--- config.mk ---
export PLATFORM = sky130hd
export DESIGN_NAME = number_to_ascii_digits
export DESIGN_NICKNAME = d
export VERILOG_FILES = /design/src/rtl/nta_pkg.sv /design/src/rtl/nta_bcd_cell.sv /design/src/rtl/nta_digit_chain.sv /design/src/rtl/number_to_ascii_digits.sv
export VERILOG_INCLUDE_DIRS = /design/src /design/src/rtl
export SDC_FILE = /design/constraint.sdc
export NUM_CORES = 1
export LEC_CHECK = 0
export BUFFER_PORTS_ARGS = -buffer_cell sky130_fd_sc_hd__buf_2
export CAP_MARGIN = 20
export CORE_UTILIZATION = 40
export DETAILED_ROUTE_END_ITERATION = 12
export MAX_ROUTING_LAYER = met4
export PLACE_DENSITY_LB_ADDON = 0.2
export SYNTH_ARGS = -nofsm -noshare
export SYNTH_HDL_FRONTEND = slang
export SYNTH_HIERARCHICAL = 1
export SYNTH_SLANG_ARGS = --single-unit
export TNS_END_PERCENT = 20
--- constraint.sdc ---
create_clock -name clk -period 3.7 [get_ports clk]
set_input_delay 0.74 -clock clk [delete_from_list [all_inputs] [get_ports clk]]
set_output_delay 0.74 -clock clk [all_outputs]
set_load 0.02 [all_outputs]
--- src/rtl/number_to_ascii_digits_macros.svh ---
// assertion macros for the number to ascii digits block
`ifndef NUMBER_TO_ASCII_DIGITS_MACROS_SVH
`define NUMBER_TO_ASCII_DIGITS_MACROS_SVH

// same-cycle implication, clocked on clk, off during reset
`define NTA_ASSERT_IMPL(name, ante, cons, msg) \
  name: assert property (@(posedge clk) disable iff (!rst_n) (ante) |-> (cons)) \
    else $error(msg);

// next-cycle implication, clocked on clk, off during reset
`define NTA_ASSERT_NEXT(name, ante, cons, msg) \
  name: assert property (@(posedge clk) disable iff (!rst_n) (ante) |=> (cons)) \
    else $error(msg);

`endif

--- src/rtl/nta_pkg.sv ---
// shared types and constants for the number to ascii digits block
`default_nettype none

package nta_pkg;

  localparam int VALUE_BITS = 32;
  localparam int CONV_CNT_W = $clog2(VALUE_BITS);
  localparam logic [CONV_CNT_W-1:0] CONV_LAST = CONV_CNT_W'(VALUE_BITS - 1);

  localparam int DEC_DIGITS = 10;
  localparam int HEX_DIGITS = 8;
  localparam int BIN_DIGITS = 32;

  localparam logic [5:0] MAX_DEC = 6'd10;
  localparam logic [5:0] MAX_HEX = 6'd8;
  localparam logic [5:0] MAX_BIN = 6'd32;

  localparam logic [1:0] KIND_UDEC = 2'd0;
  localparam logic [1:0] KIND_SDEC = 2'd1;
  localparam logic [1:0] KIND_HEX  = 2'd2;
  localparam logic [1:0] KIND_BIN  = 2'd3;

  localparam logic [6:0] CH_ZERO  = 7'h30;
  localparam logic [6:0] CH_A     = 7'h41;
  localparam logic [6:0] CH_PLUS  = 7'h2B;
  localparam logic [6:0] CH_MINUS = 7'h2D;

  typedef logic [VALUE_BITS-1:0] val_t;
  typedef logic [3:0] bcd_digit_t;
  typedef bcd_digit_t [DEC_DIGITS-1:0] bcd_word_t;

  typedef enum logic [1:0] {
    ST_IDLE,
    ST_CONV,
    ST_EMIT
  } state_t;

  typedef struct packed {
    logic clear;
    logic shift;
  } chain_ctrl_t;

  typedef struct packed {
    logic [1:0]  kind;
    logic [31:0] number;
    logic [5:0]  digit_count;
    logic [2:0]  text_line;
    logic [4:0]  start_column;
  } in_item_t;

  typedef struct packed {
    logic [6:0] char_code;
    logic [2:0] out_line;
    logic [5:0] out_column;
    logic       last;
  } out_item_t;

endpackage

`default_nettype wire

--- src/rtl/nta_bcd_cell.sv ---
// one decimal digit cell of the shift-and-add-3 chain
`default_nettype none

module nta_bcd_cell (
  input  wire logic                 clk,
  input  wire nta_pkg::chain_ctrl_t ctrl,
  input  wire logic                 shift_in,
  output logic                      shift_out,
  output nta_pkg::bcd_digit_t       digit
);

  nta_pkg::bcd_digit_t digit_r;
  nta_pkg::bcd_digit_t digit_nxt;
  nta_pkg::bcd_digit_t adj;

  always_comb begin
    adj = (digit_r >= 4'd5) ? digit_r + 4'd3 : digit_r;
    shift_out = adj[3];
    digit_nxt = digit_r;
    if (ctrl.clear) begin
      digit_nxt = '0;
    end else if (ctrl.shift) begin
      digit_nxt = {adj[2:0], shift_in};
    end
  end

  always_ff @(posedge clk) begin
    digit_r <= digit_nxt;
  end

  assign digit = digit_r;

endmodule

`default_nettype wire

--- src/rtl/nta_digit_chain.sv ---
// row of decimal digit cells, least significant cell takes the value bits
`default_nettype none

module nta_digit_chain (
  input  wire logic                 clk,
  input  wire nta_pkg::chain_ctrl_t ctrl,
  input  wire logic                 bit_in,
  output nta_pkg::bcd_word_t        digits
);

  logic [nta_pkg::DEC_DIGITS:0] link;

  assign link[0] = bit_in;

  for (genvar i = 0; i < nta_pkg::DEC_DIGITS; i++) begin : g_cell
    nta_bcd_cell u_cell (
      .clk       (clk),
      .ctrl      (ctrl),
      .shift_in  (link[i]),
      .shift_out (link[i+1]),
      .digit     (digits[i])
    );
  end

  // top carry never sets since the value fits in the digit row
  logic unused_carry;
  assign unused_carry = link[nta_pkg::DEC_DIGITS];

endmodule

`default_nettype wire

--- src/rtl/number_to_ascii_digits.sv ---
// top level: formats one number as fixed-width ascii characters
//
// input: a transaction is taken at a clock edge with start high and busy low;
// in_data carries kind, number, digit count, text line and start column.
// output: one character per cycle on out_data, marked by out_valid for
// exactly one cycle; the receiver cannot stall, so nothing is held back.
// decimal kinds first run the value through a row of ten digit cells, one
// value bit per cycle, then emit the sign if any and the digits.
// hex and binary go straight to emission.
// the next start can be taken on the cycle the last character is shown.
// reset (rst_n low, synchronous) returns to idle and drops any pending output.
`default_nettype none

module number_to_ascii_digits (
  input  wire logic               clk,
  input  wire logic               rst_n,
  input  wire logic               start,
  output logic                    busy,
  input  wire nta_pkg::in_item_t  in_data,
  output logic                    out_valid,
  output nta_pkg::out_item_t      out_data
);

  `include "number_to_ascii_digits_macros.svh"

  nta_pkg::state_t state_r;
  nta_pkg::state_t state_nxt;

  logic [1:0]                        kind_r;
  logic [2:0]                        line_r;
  logic [4:0]                        col_r;
  logic                              neg_r;
  logic [5:0]                        last_idx_r;
  logic [5:0]                        cnt_r;
  logic [nta_pkg::CONV_CNT_W-1:0]    conv_cnt_r;
  nta_pkg::val_t                     val_r;
  nta_pkg::out_item_t                out_r;
  logic                              out_valid_r;

  logic [5:0]                        last_idx_nxt;
  logic [5:0]                        cnt_nxt;
  logic [nta_pkg::CONV_CNT_W-1:0]    conv_cnt_nxt;
  nta_pkg::val_t                     val_nxt;
  logic                              neg_nxt;
  nta_pkg::out_item_t                out_nxt;

  logic                  accept;
  logic                  in_is_dec;
  logic                  emit;
  nta_pkg::chain_ctrl_t  ctrl;
  nta_pkg::bcd_word_t    digits;
  nta_pkg::val_t         in_val;
  logic [5:0]            lim;
  logic [5:0]            n_sel;
  logic [5:0]            pos;
  logic [nta_pkg::BIN_DIGITS-1:0] val_ext;
  logic [nta_pkg::HEX_DIGITS-1:0][3:0] val_nib;
  nta_pkg::bcd_digit_t   dec_digit;
  logic [3:0]            hex_digit;
  logic [6:0]            ch;

  assign busy      = (state_r != nta_pkg::ST_IDLE);
  assign accept    = start && !busy;
  assign in_is_dec = (in_data.kind == nta_pkg::KIND_UDEC) ||
                     (in_data.kind == nta_pkg::KIND_SDEC);

  // next state
  always_comb begin
    state_nxt = state_r;
    unique case (state_r)
      nta_pkg::ST_IDLE: begin
        if (accept) begin
          state_nxt = in_is_dec ? nta_pkg::ST_CONV : nta_pkg::ST_EMIT;
        end
      end
      nta_pkg::ST_CONV: begin
        if (conv_cnt_r == nta_pkg::CONV_LAST) begin
          state_nxt = nta_pkg::ST_EMIT;
        end
      end
      nta_pkg::ST_EMIT: begin
        if (cnt_r == last_idx_r) begin
          state_nxt = nta_pkg::ST_IDLE;
        end
      end
      default: state_nxt = nta_pkg::ST_IDLE;
    endcase
  end

  // state outputs
  always_comb begin
    ctrl = '0;
    emit = 1'b0;
    unique case (state_r)
      nta_pkg::ST_IDLE: ctrl.clear = accept;
      nta_pkg::ST_CONV: ctrl.shift = 1'b1;
      nta_pkg::ST_EMIT: emit = 1'b1;
      default: begin
        ctrl = '0;
        emit = 1'b0;
      end
    endcase
  end

  nta_digit_chain u_chain (
    .clk    (clk),
    .ctrl   (ctrl),
    .bit_in (val_r[nta_pkg::VALUE_BITS-1]),
    .digits (digits)
  );

  // digit count clamp and input value for the load
  always_comb begin
    in_val = in_data.number[nta_pkg::VALUE_BITS-1:0];
    unique case (in_data.kind) inside
      nta_pkg::KIND_UDEC, nta_pkg::KIND_SDEC: lim = nta_pkg::MAX_DEC;
      nta_pkg::KIND_HEX:                      lim = nta_pkg::MAX_HEX;
      default:                                lim = nta_pkg::MAX_BIN;
    endcase
    if (in_data.digit_count == 6'd0) begin
      n_sel = 6'd1;
    end else if (in_data.digit_count > lim) begin
      n_sel = lim;
    end else begin
      n_sel = in_data.digit_count;
    end
  end

  // character selection
  always_comb begin
    pos       = last_idx_r - cnt_r;
    val_ext   = '0;
    val_ext[nta_pkg::VALUE_BITS-1:0] = val_r;
    val_nib   = val_ext;
    dec_digit = digits[pos[3:0]];
    hex_digit = val_nib[pos[2:0]];
    unique case (kind_r)
      nta_pkg::KIND_UDEC: ch = nta_pkg::CH_ZERO + {3'b000, dec_digit};
      nta_pkg::KIND_SDEC: begin
        if (cnt_r == 6'd0) begin
          ch = neg_r ? nta_pkg::CH_MINUS : nta_pkg::CH_PLUS;
        end else begin
          ch = nta_pkg::CH_ZERO + {3'b000, dec_digit};
        end
      end
      nta_pkg::KIND_HEX: begin
        if (hex_digit < 4'd10) begin
          ch = nta_pkg::CH_ZERO + {3'b000, hex_digit};
        end else begin
          ch = nta_pkg::CH_A + {3'b000, hex_digit} - 7'd10;
        end
      end
      default: ch = nta_pkg::CH_ZERO + {6'b000000, val_ext[pos[4:0]]};
    endcase
  end

  // datapath next values
  always_comb begin
    last_idx_nxt = last_idx_r;
    cnt_nxt      = cnt_r;
    conv_cnt_nxt = conv_cnt_r;
    val_nxt      = val_r;
    neg_nxt      = neg_r;
    out_nxt      = out_r;
    if (accept) begin
      neg_nxt      = (in_data.kind == nta_pkg::KIND_SDEC) && in_val[nta_pkg::VALUE_BITS-1];
      val_nxt      = neg_nxt ? nta_pkg::val_t'(~in_val + 1'b1) : in_val;
      last_idx_nxt = n_sel - 6'd1 + {5'b00000, in_data.kind == nta_pkg::KIND_SDEC};
      cnt_nxt      = '0;
      conv_cnt_nxt = '0;
    end else if (ctrl.shift) begin
      val_nxt      = {val_r[nta_pkg::VALUE_BITS-2:0], 1'b0};
      conv_cnt_nxt = conv_cnt_r + 1'b1;
    end else if (emit) begin
      cnt_nxt            = cnt_r + 6'd1;
      out_nxt.char_code  = ch;
      out_nxt.out_line   = line_r;
      out_nxt.out_column = {1'b0, col_r} + cnt_r;
      out_nxt.last       = (cnt_r == last_idx_r);
    end
  end

  always_ff @(posedge clk) begin
    if (!rst_n) begin
      state_r     <= nta_pkg::ST_IDLE;
      out_valid_r <= 1'b0;
    end else begin
      state_r     <= state_nxt;
      out_valid_r <= emit;
    end
  end

  always_ff @(posedge clk) begin
    if (accept) begin
      kind_r <= in_data.kind;
      line_r <= in_data.text_line;
      col_r  <= in_data.start_column;
    end
    neg_r      <= neg_nxt;
    last_idx_r <= last_idx_nxt;
    cnt_r      <= cnt_nxt;
    conv_cnt_r <= conv_cnt_nxt;
    val_r      <= val_nxt;
    out_r      <= out_nxt;
  end

  assign out_valid = out_valid_r;
  assign out_data  = out_r;

  `NTA_ASSERT_IMPL(a_out_only_after_emit, out_valid_r, $past(state_r == nta_pkg::ST_EMIT), "character shown without an emit cycle")
  `NTA_ASSERT_NEXT(a_accept_leaves_idle, start && !busy, state_r != nta_pkg::ST_IDLE, "accepted transaction did not start work")
  `NTA_ASSERT_NEXT(a_last_on_final, state_r == nta_pkg::ST_EMIT && cnt_r == last_idx_r, out_valid_r && out_r.last, "final character not flagged last")
  `NTA_ASSERT_IMPL(a_dec_digit_range, state_r == nta_pkg::ST_EMIT && kind_r == nta_pkg::KIND_UDEC, dec_digit < 4'd10, "digit chain produced a non-decimal digit")

endmodule

`default_nettype wire

# After elaboration in Yosys (flattened, before gate mapping)
# Index checks and enable logic that the tools add are counted.
totals:
  elab_cells: 124
  latchBits: 0
  reg_bits: 120
  mem_bits_rw: 0
  rom_bits: 0
  inputBits: 51
  out_inout_bits: 19
  n_memories: 0
op_classes:
  n_shift: 0
  mul: 0
  mux: 34
  n_addsub: 22
  n_lt_le_gt_ge: 15
  n_eq_ne: 11
  reduce_logical: 15
  n_div: 0
  bitwise_logic: 3
op_table:
  columns: ["operator", "n"]
  rows:
  - ["$mux 32", 3]
  - ["$mux 4", 11]
  - ["$ge 4x3->1 const B", 10]
  - ["$add 4x2->4 const B", 9]
  - ["$add 32x1->32 const B", 1]
  - ["$not 32->32", 1]
  - ["$pmux 7 s3", 1]
  - ["$bmux 4 s4", 1]
  - ["$add 6x4->7 const A", 2]
  - ["$mux 7", 2]
  - ["$bmux 4 s3", 1]
  - ["$logic_not 6->1", 2]
  - ["$mux 6", 2]
  - ["$pmux 6 s2", 1]
  - ["$mux 2", 4]
  - ["$add 6x1->7 const A", 1]
  - ["$add 7x4->7 const A", 1]
  - ["$sub 7x4->7 const B", 1]
  - ["$add 5x6->6", 1]
  - ["$add 6x1->6", 1]
  - ["$add 6x1->6 const B", 1]
  - ["$eq 2x1->1 const B", 3]
  - ["$eq 2x2->1 const B", 3]
  - ["$eq 6x6->1", 1]
  - ["24 further kinds", 36]

# Longest topological paths before layout
depth:
  depth_word: 8
  mapped_depth: 14
  depth_no_buf: 13

# By module
# Netlist, hierarchy kept.
by_module_without_submodules:
  columns: ["mod", "cells_per_inst", "instances", "area_each_um2"]
  rows:
  - ["number_to_ascii_digits", 489, 1, 5207.5]
  - ["nta_bcd_cell", 31, 10, 260.2]

# Worst setup path after synthesis
# OpenSTA, ideal clock, no wires.
synth_path:
  path_type: "input -> register"
  from: "input port start"
  to: "register u_chain.g_cell[0].u_cell.digit_r[2]"
  t_required_ns: 3.461
  arrival_ns: 3.511
  path_slack_ns: -0.050
  stages: 5
  cell_sequence: "nand2_1 -> inv_1 -> buf_1 -> or3b_1 -> o221ai_1"
synth_via:
  elab_chain_len: 2
synth_rtl:
  columns: ["element", "line_no", "text"]
  rows:
  - ["start, declared", "number_to_ascii_digits.sv:17", "input wire logic start,"]
  - ["$logic_and 1x1->1", "number_to_ascii_digits.sv:63", "assign accept = start && !busy;"]
  - ["via accept", "number_to_ascii_digits.sv:47", "logic accept;"]
  - ["$mux 1", "number_to_ascii_digits.sv:94", "unique case (state_r)"]
  - ["end signal, assigned", "nta_bcd_cell.sv:28", "digit_r <= digit_nxt;"]
  - ["end, declared", "nta_bcd_cell.sv:12", "nta_pkg::bcd_digit_t digit_r;"]
# The timed path passes the listed nets, and every way through them passes these cells.
# A chain may end at the register's enable or synchronous reset.

# Final worst setup path
layout_path:
  from: "register last_idx_r[0]"
  to: "register out_r, in the netlist out_data[12] (data pin)"
layout_via:
  elab_chain_len: 7
  elab_cells_between_ends: 16
  classes_between: "add/sub: 6; order compare: 1; mux: 9"
layout_rtl:
  columns: ["element", "line_no", "text"]
  rows:
  - ["start, declared", "number_to_ascii_digits.sv:33", "logic [5:0] last_idx_r;"]
  - ["start signal, assigned", "number_to_ascii_digits.sv:200", "last_idx_r <= last_idx_nxt;"]
  - ["$sub 5x5->5 (*)", "number_to_ascii_digits.sv:131", "pos = last_idx_r - cnt_r;"]
  - ["$bmux 4 s3", "number_to_ascii_digits.sv:136", "hex_digit = val_nib[pos[2:0]];"]
  - ["$mux 4 (not written as such)", "number_to_ascii_digits.sv:136", null]
  - ["$add 7x4->7", "number_to_ascii_digits.sv:150", "ch = nta_pkg::CH_A + {3'b000, hex_digit} - 7'd10;"]
  - ["$sub 7x4->7", "number_to_ascii_digits.sv:150", null]
  - ["$mux 7", "number_to_ascii_digits.sv:147", "if (hex_digit < 4'd10) begin"]
  - ["$pmux 7 s3 (*)", "number_to_ascii_digits.sv:137", "unique case (kind_r)"]
  - ["via ch[2]", "number_to_ascii_digits.sv:60", "logic [6:0] ch;"]
  - ["end signal, assigned", "number_to_ascii_digits.sv:204", "out_r <= out_nxt;"]
  - ["end, declared", "number_to_ascii_digits.sv:37", "nta_pkg::out_item_t out_r;"]
# Mark *: on every way through the listed nets, which the timed path passes. The rest lies on a longest branch. The select of a mux whose other input is x is not followed.

==> results by group <==
Status
  – Outcome: completed

Logic synthesis
  – Number of cells produced by synthesis: 795
  – Post-Synthesis Cell Area: 7790 um2
  – Synthesized netlist net count: 886
  – Mean post-synth cell area: 9.80 um2
  – Yosys Warn Count: 6

Setup path
  – Register-to-register path setup slack: 590 ps
  – Crit path max-delay cell type: sky130_fd_sc_hd__xor2_1
  – Cell repeated most along the worst path: sky130_fd_sc_hd__inv_1
  – Nature of the critical path endpoint: register
  – Biggest cell delay along the critical path: 440 ps
  – Worst-path cell chain: inv_1 -> ha_2 -> inv_1 -> fa_1 -> xor2_1 -> mux4_2 -> mux2i_1 -> ha_1 -> a21oi_1 -> a31oi_1 -> o32ai_1
  – Highest fanout seen on the critical path: 6
  – Critical path data required time: 3860 ps
  – Worst EP arrival: 3270 ps
  – Startpoint-to-endpoint class of the critical path: reg2reg
  – Crit start category: register

Cells and area
  – Most frequent cells in the layout: sky130_fd_sc_hd__nand2_1 (94), sky130_fd_sc_hd__buf_2 (69), sky130_fd_sc_hd__edfxtp_1 (66)
  – Layout fillers: 1820
  – Post-layout util: 48.2%
  – Summed area of non-filler cells in the final layout: 9100 um2
  – Diodes inserted: 0
  – Fraction of layout cells with a size suffix above 1: 18.2%
  – Layout net count: 959
  – Leading cell type in the layout, fill and taps excluded: sky130_fd_sc_hd__nand2_1
  – P&R area growth vs syn: 16.9%

Power
  – Total power per unit cell area: 478 nW/um2
  – Portion of total power attributed to the clock network: 41.3%
  – Switching power share of the total: 27.9%
  – Seq pwr share: 37.3%
  – Leak: 3.30 nW
  – IR Drop Worst-Case VDD: 0.251 mV
  – Internal power: 3.14 mW
  – Share of total power in combinational logic: 21.5%
  – Switching power summed over all nets: 1.22 mW

Clock network
  – Clock latency at the later pin of the worst-skew pair: 430 ps
  – Clock transition at the registers of the reported paths: 60 ps
  – CTS Root Buffer Type: sky130_fd_sc_hd__clkbuf_16
  – TritonCTS buffer count: 17
  – Maximum level of the CTS H-tree: 4
  – Post_cts resized: 0
  – Quantity of hold-fixing buffers added after cts: 0
  – Maximum clock insertion buffer count: 2
  – Post-CTS setup buffer count: 0
  – TritonCTS clock tree: done
  – Sink Count: 120

Job
  – Maximum Capacitance Violations: 0

Floorplanning
  – Area of the die: 20000 um2
  – Horizontal die dimension: 142 um
  – Initial core utilization: 41.2%
  – Number of standard-cell rows in the floorplan: 50
  – Die H: 142 um
  – I/O Pins: 70
  – Area of the core region: 18900 um2

Hold path
  – Worst Hold Class: reg2reg

Timing
  – Period utilisation layout: 84.0%
  – Worst-case clock skew: 7.60 ps
  – Clock period minus worst slack: 3110 ps
  – Slew at the pin closest to its max-slew limit: 585 ps
  – Worst max-slew margin expressed relative to the limit: 60.9%
  – Highest clock frequency the design can meet: 322 MHz
  – Accumulated negative setup slack: 0 ps
  – Final count of negative-setup-slack endpoints: 0
  – Setup repair after global routing missed its margin: no
  – Number of hold violations in the final report: 0
  – Count of final max-slew check failures: 0

Detailed routing
  – DR pass1 iterations: 4
  – Routed vias: 5939
  – Number of design rule violations left after detail routing: 0
  – Number of vias per cell: 5.21
  – Routed wirelength normalized by instance count: 14.6 um
  – Final routed wirelength across all metal layers: 16700 um
  – Antenna-violating nets left: 0
  – Iteration-0 DRC count of the detailed router: 441

Place
  – Area post-placement: 8460 um2
  – Placer Congestion: 0.797
  – Total half-perimeter wirelength after legalization and detailed placement: 11800 um
  – Buffers on Ports: 69

GRT
  – Pin count of the biggest net entering global routing: 96
  – Antenna violations before repair: 0
  – Total congestion overflow: 0
  – GRT Util Overall: 18.4%
  – Via count of the first global-routing pass: 5628
  – Wire length of the first global-routing pass: 28100 um
[critical path, delay by kind of cell (launching register included)]
| kind | cells | cell delay [ps] |
|---|---|---|
| XOR/XNOR | 1 | 440 |
| flip-flops | 1 | 350 |
| adder cells (fa/ha/maj) | 3 | 820 |
| buffers and inverters | 2 | 120 |
| AO/OA/AOI/OAI | 3 | 340 |
| multiplexers | 2 | 780 |
[metrics by stage]
step / power, mW / setup WS (ps) / hold WS [ps] / std cells
floorplan: 2.33 / 67.1 / 400 / 795
global placement: 2.58 / 448 / 402 / 1109
finish: 4.35 / 593 / 416 / 1141
global route: 4.57 / 251 / 429 / 1141
detailed placement: 2.59 / 368 / 405 / 1109
CTS: 4.41 / 583 / 419 / 1141
[registers in the layout, indices dropped and copies added (netlist names)]
register,count
kind_r,2
cnt_r,6
val_ext,32
conv_cnt_r,5
out_data,17
neg_r,1
state_r,2
out_valid,1
col_r,5
last_idx_r,6
u_chain/g_cell.u_cell/digit,40
line_r,3
[path summary, 6_finish.rpt]
kind / startpoint / to / depth (start not counted)
worst max register to register: last_idx_r[0]$_DFFE_PP_ / out_data[12]$_DFFE_PP_ / 11
worst min register to register: line_r[0]$_DFFE_PP_ / out_data[7]$_DFFE_PP_ / 0
worst min-delay path: line_r[0]$_DFFE_PP_ / out_data[7]$_DFFE_PP_ / 0
worst max-delay path: last_idx_r[0]$_DFFE_PP_ / out_data[12]$_DFFE_PP_ / 11
[power by group through the flow]
| stage | registers (mW) | clock network, mW | logic, mW |
|---|---|---|---|
| floorplan | 1.63 | 0 | 0.692 |
| global placement | 1.65 | 0 | 0.936 |
| detailed placement | 1.65 | 0 | 0.940 |
| CTS | 1.62 | 1.84 | 0.946 |
| global route | 1.63 | 1.90 | 1.04 |
| finish | 1.62 | 1.80 | 0.935 |
[metal layers]
layer | GRT usage (%) | up-vias | wire length, um
met5 | - | - | 0
met4 | 6.23 | 0 | 274
met3 | 4.39 | 17 | 429
met2 | 26.9 | 89 | 7480
met1 | 25.0 | 2779 | 8470
li1 | - | 3054 | -
[final cells by class]
type	count	area, um2	share of cell area (%)
clock inverters	13	193	2.12
flip-flops and latches	120	3060	33.6
multi-input cells	599	4410	48.5
well taps	260	325	3.57
clock buffers	19	453	4.97
inverters	46	174	1.91
repair buffers	84	483	5.30
Note: power is estimated with default switching activity, not from simulation.
